--- src/rtl/core/ppr_pkg.sv ---
`timescale 1ns / 1ps
// ----------------------------------------------------------------------------
// ppr_pkg: shared types and constants of the polar pose regulator
// Payload structs, the per-cell CORDIC state, angle constants and the
// small arithmetic helpers used by the cells and the back end.
// ----------------------------------------------------------------------------
package ppr_pkg;

  localparam int CORDIC_STAGES = 16;
  localparam int STAGE_W       = 5;
  // front register, one register per cell, five back-end stages
  localparam int LATENCY       = CORDIC_STAGES + 6;
  localparam int XW            = 36;
  localparam int ZW            = 32;
  localparam int AW            = 34;

  localparam logic signed [AW-1:0] PI_Q28      = 34'sd843314857;
  localparam logic signed [AW-1:0] TWO_PI_Q28  = 34'sd1686629714;
  localparam logic signed [AW-1:0] HALF_PI_Q28 = 34'sd421657428;
  localparam logic        [29:0]   INV_K_Q30   = 30'd652032874;

  typedef enum logic [1:0] {
    REG_DIST_GAIN,
    REG_BEAR_GAIN,
    REG_HEAD_GAIN
  } cfg_reg_e;

  typedef struct packed {
    logic signed [31:0] cur_x;
    logic signed [31:0] cur_y;
    logic signed [15:0] cur_heading;
    logic signed [31:0] goal_x;
    logic signed [31:0] goal_y;
    logic signed [15:0] goal_heading;
  } pose_in_t;

  typedef struct packed {
    logic signed [31:0] turn_rate;
    logic signed [31:0] speed;
    logic               backward;
  } cmd_out_t;

  typedef struct packed {
    logic signed [XW-1:0] x;
    logic signed [XW-1:0] y;
    logic signed [ZW-1:0] z;
    logic                 zero;
    logic signed [15:0]   cur_heading;
    logic signed [15:0]   goal_heading;
  } cell_t;

  function automatic logic signed [ZW-1:0] atan_q28(input logic [STAGE_W-1:0] i);
    logic signed [ZW-1:0] r;
    case (i)
      5'd0: r = 32'sd210828714;
      5'd1: r = 32'sd124459457;
      5'd2: r = 32'sd65760959;
      5'd3: r = 32'sd33381290;
      5'd4: r = 32'sd16755422;
      5'd5: r = 32'sd8385879;
      5'd6: r = 32'sd4193963;
      5'd7: r = 32'sd2097109;
      5'd8: r = 32'sd1048571;
      5'd9: r = 32'sd524287;
      default: begin
        if (i <= 5'd28) r = 32'sd1 <<< (5'd28 - i);
        else            r = '0;
      end
    endcase
    return r;
  endfunction

  // fold once into (-pi, pi]; every caller stays within one turn of the range
  function automatic logic signed [AW-1:0] wrap_pi(input logic signed [AW-1:0] v);
    logic signed [AW-1:0] r;
    if (v > PI_Q28)       r = v - TWO_PI_Q28;
    else if (v <= -PI_Q28) r = v + TWO_PI_Q28;
    else                  r = v;
    return r;
  endfunction

  function automatic logic signed [31:0] sat32(input logic signed [41:0] v);
    logic signed [31:0] r;
    if (v > 42'sd2147483647)       r = 32'sh7fffffff;
    else if (v < -42'sd2147483648) r = 32'sh80000000;
    else                           r = v[31:0];
    return r;
  endfunction

endpackage

--- src/rtl/core/ppr_front.sv ---
`timescale 1ns / 1ps
// ----------------------------------------------------------------------------
// ppr_front: offset and quadrant pre-rotation
// Forms the goal offset and turns left half plane vectors by +-pi/2.
// ----------------------------------------------------------------------------
module ppr_front (
  input  logic             clk_i,
  input  logic             en_i,
  input  ppr_pkg::pose_in_t d_i,
  output ppr_pkg::cell_t    q_o
);
  import ppr_pkg::*;

  logic signed [32:0]   dx, dy;
  logic signed [XW-1:0] xe, ye;
  cell_t                c_d, c_q;

  always_comb begin
    dx = 33'(d_i.goal_x) - 33'(d_i.cur_x);
    dy = 33'(d_i.goal_y) - 33'(d_i.cur_y);
    xe = XW'(dx);
    ye = XW'(dy);
    c_d.zero         = (dx == '0) && (dy == '0);
    c_d.cur_heading  = d_i.cur_heading;
    c_d.goal_heading = d_i.goal_heading;
    c_d.x = xe;
    c_d.y = ye;
    c_d.z = '0;
    if (xe < 0) begin
      if (ye >= 0) begin
        c_d.x = ye;
        c_d.y = -xe;
        c_d.z = HALF_PI_Q28[ZW-1:0];
      end else begin
        c_d.x = -ye;
        c_d.y = xe;
        c_d.z = -(HALF_PI_Q28[ZW-1:0]);
      end
    end
  end

  always_ff @(posedge clk_i) begin
    if (en_i) c_q <= c_d;
  end

  assign q_o = c_q;

endmodule

--- config.mk ---
export PLATFORM = sky130hd
export DESIGN_NAME = ppr_front
export DESIGN_NICKNAME = d
export VERILOG_FILES = /design/src/rtl/core/ppr_pkg.sv /design/src/rtl/core/ppr_front.sv
export SDC_FILE = /design/constraint.sdc
export NUM_CORES = 1
export LEC_CHECK = 0
export ABC_CLOCK_PERIOD_IN_PS = 6600
export BUFFER_PORTS_ARGS = -buffer_cell sky130_fd_sc_hd__buf_2
export CORE_AREA = 8 8 168 170
export CTS_CLUSTER_SIZE = 28
export DETAILED_ROUTE_END_ITERATION = 10
export DIE_AREA = 0 0 176 178
export SYNTH_ARGS = -nofsm -noshare
export SYNTH_HDL_FRONTEND = slang
export SYNTH_SLANG_ARGS = --single-unit
--- constraint.sdc ---
create_clock -name clk_i -period 6.6 [get_ports clk_i]
set_clock_uncertainty 0.15 [all_clocks]
set_input_delay 0.99 -clock clk_i [delete_from_list [all_inputs] [get_ports clk_i]]
set_output_delay 0.99 -clock clk_i [all_outputs]
set_load 0.02 [all_outputs]
==> flow_summary.toml <==
[outcome]
outcome = "finished clean"

[floorplanning]
dieArea_sq_um = 31300
fp.dieH_microns = 178
initial_core_util = 0.384
fp.coreArea_sq_um = 25600
die_w_microns = 176
rows = 59
io_pins = 299

[timing]
finalCriticalPeriod_ps = 4950
fmax_mhz = 202
hold_viol = 0
slew_viol_final = 0
finalCritPeriodShare = 0.750
rsz0062_at_grt = "no"
maxSlewHeadroom = 0.310
final.setup.tns_ps = 0
final-setup-viol-count = 0
timing.hold.ws_ps = 660
tightest_slew_ps = 1030

[yosys]
yosysWarningCount = 0
ys_types = 100
synth.largest_area_cell = "edfxtp_1"
synth_top_area_frac = 0.330
ys_seq_area_frac = 0.330
synth.avg_cell_area_sq_um = 8.87
ys_async_sr_fraction = 0
synth-seq-cells = 108
ys_top_cells_by_area = "edfxtp_1 33%, ha_1 8.5%, xnor2_1 5.2%, xor2_1 4.2%, nand2_1 4.2%"
synth_ff_type = "edfxtp_1"
synth_area_sq_um = 9840
yosysMostFrequentCell = "nand2_1"
synthTopCellsByCount = "109 x nand2_1, 108 x edfxtp_1, 89 x nor2_1"
synth_cells = 1109
synth-edff-count = 108

[job]
maxCapViolations = 0

[worst_setup_path]
critPathLaunchType = "input port"
crit_top_cell = "ha_1"
cp_slowest_cell = "a21oi_4"
crit_path_max_fanout = 27
cp_cell_sequence = "buf_2 -> inv_1 -> ha_1 -> nand4_1 -> or3_1 -> or4_1 -> o22ai_2 -> o221ai_1 -> a21oi_1 -> o21ai_1 -> a21oi_4 -> buf_4 -> ha_1 -> a21o_1"
worst_ep_arrival_time_ps = 4900
worst_setup_path_end_kind = "flop"
required_ps = 6550
critPathKind = "in2reg"
cpPeakStageDelay_ps = 560

[finish]
fin_nets = 1584
final_cells = 1693
num-fill-cells = 2553
drive_above_1_share = 0.272
antenna-diode-count = 0
largest_register_ffs = 108
multi_input_area_sq_um = 5830
syn2layout_area_growth_pct = 18.4
seqCellArea_sq_um = 3240

[global_route]
grt_pass1_vias = 8752
grt_overflow_total = 0
grt_max_degree = 57
grt_pass1_wl_microns = 47600
antenna_found_initial = 0
grt.total_usage = 0.191

[clocking]
clock-sinks = 108
htree_levels = 3
cts_tree = "built"
path_clk_slew_ps = 80
hold_buffers = 0
numCtsBuffers = 9
clockRootBuffer = "clkbuf_16"
clockBufferDepth = 2
cts_setup_buffers = 0
cts_resized = 0

[hold_path]
min_to = "q_o[2]"
worstHoldStart = "d_i[2]"
holdPathStages = 1
hold_path.class = "in2reg"

[place]
place.gp.congestion = 0.904
dp_hpwl_microns = 25900
portBuffers = 296
dp_cells = 1677

[power_and_ir_drop]
swShare = 0.406
ir_drop_mv = 0.135
pwr-share-clk = 0.204
intPower_mw = 1.65
power.switching_mw = 1.12
p_leak_nw = 5.18
p_seq_frac = 0.342
p_total_mw = 2.77
powerDensity_nw_per_um2 = 238
combPwrFrac = 0.454

[route]
dr.first_iter.drc_count = 657
wl_per_cell_microns = 18.5
drc = 0
ant_nets = 0
vias = 9063
viasPerCell = 5.35
drt-pass1-iter-count = 6
drt_wl_total_microns = 31400
[worst max path at each step]
stage / start / to / slack (ps) / cells after the start
after detailed placement: d_i[146] / q_o[123] / 1280 / 13
after global placement: d_i[147] / q_o[123] / 1280 / 13
after floorplan: d_i[48] / q_o[97] / 2130 / 14
after CTS: d_i[147] / q_o[97] / 1660 / 14
after global routing: d_i[147] / q_o[117] / 1350 / 14
final: d_i[146] / q_o[97] / 1650 / 14
[power by group through the flow]
stage / Sequential, mW / Combinational [mW] / Clock (mW)
finish: 0.948 / 1.26 / 0.565
global route: 0.961 / 1.37 / 0.599
floorplan: 1.09 / 0.746 / 0
detailed placement: 0.966 / 1.25 / 0
CTS: 0.951 / 1.26 / 0.580
global placement: 0.967 / 1.24 / 0
[logic make-up after synthesis]
logic type	after synthesis	synth area share
adders and majority gates	69	0.0893
DFF	108	0.330
xor gates and xnor gates	107	0.0968
AOI/OAI and AO/OA	306	0.210
and+or+nand+nor	341	0.175
muxes	17	0.0176
other	1	0.000381
buffers and inverters	160	0.0810
[worst max-delay path, delay by kind of cell]
| family | cells | cell delay (ps) |
|---|---|---|
| buffers and inverters | 3 | 500 |
| and+or+nand+nor | 3 | 1190 |
| AOI/OAI and AO/OA | 6 | 1500 |
| adders and majority gates | 2 | 720 |
[cell usage in the layout (no fill, tap or decap), types with 8 or more instances in the layout]
master	n
or3_1	12
or2_2	8
inv_1	86
edfxtp_1	108
nand2_1	109
o21ai_0	81
nand3_1	19
and3_1	10
nor2b_1	9
a21oi_1	79
mux2i_1	15
o211ai_1	11
a31oi_1	14
o21ai_1	10
o21a_1	10
xor2_1	47
ha_1	67
nand4_1	11
xnor2_1	58
nor3_1	24
buf_2	295
clkbuf_16	9
a21o_1	17
nor2_1	89
[through the flow]
step / worst slack, ps / cell area, sq um / util
floorplan: 2130 / 9850 / -
global placement: 1280 / 11300 / 0.443
detailed placement: 1280 / 11300 / 0.443
CTS: 1660 / 11600 / 0.455
global route: 1350 / 11600 / 0.455
finish: 1650 / 11600 / 0.455
[metal layers]
layer / vias up / share of wire / GRT usage
met3: 28 / 0.078 / 0.0381
met2: 368 / 0.45 / 0.310
met1: 4197 / 0.46 / 0.255
met4: 0 / 0.018 / 0.0548
met5: - / 0 / 0
li1: 4470 / - / -
[area by class of cell]
| type | count | share of cell area |
|---|---|---|
| Inverter | 88 | 0.0284 |
| Multi-Input combinational cell | 845 | 0.500 |
| Tap cell | 335 | 0.0360 |
| Clock buffer | 9 | 0.0193 |
| Clock inverter | 7 | 0.00688 |
| Sequential cell | 108 | 0.278 |
| Timing Repair Buffer | 301 | 0.131 |
Note: power is estimated with default switching activity, not from simulation.
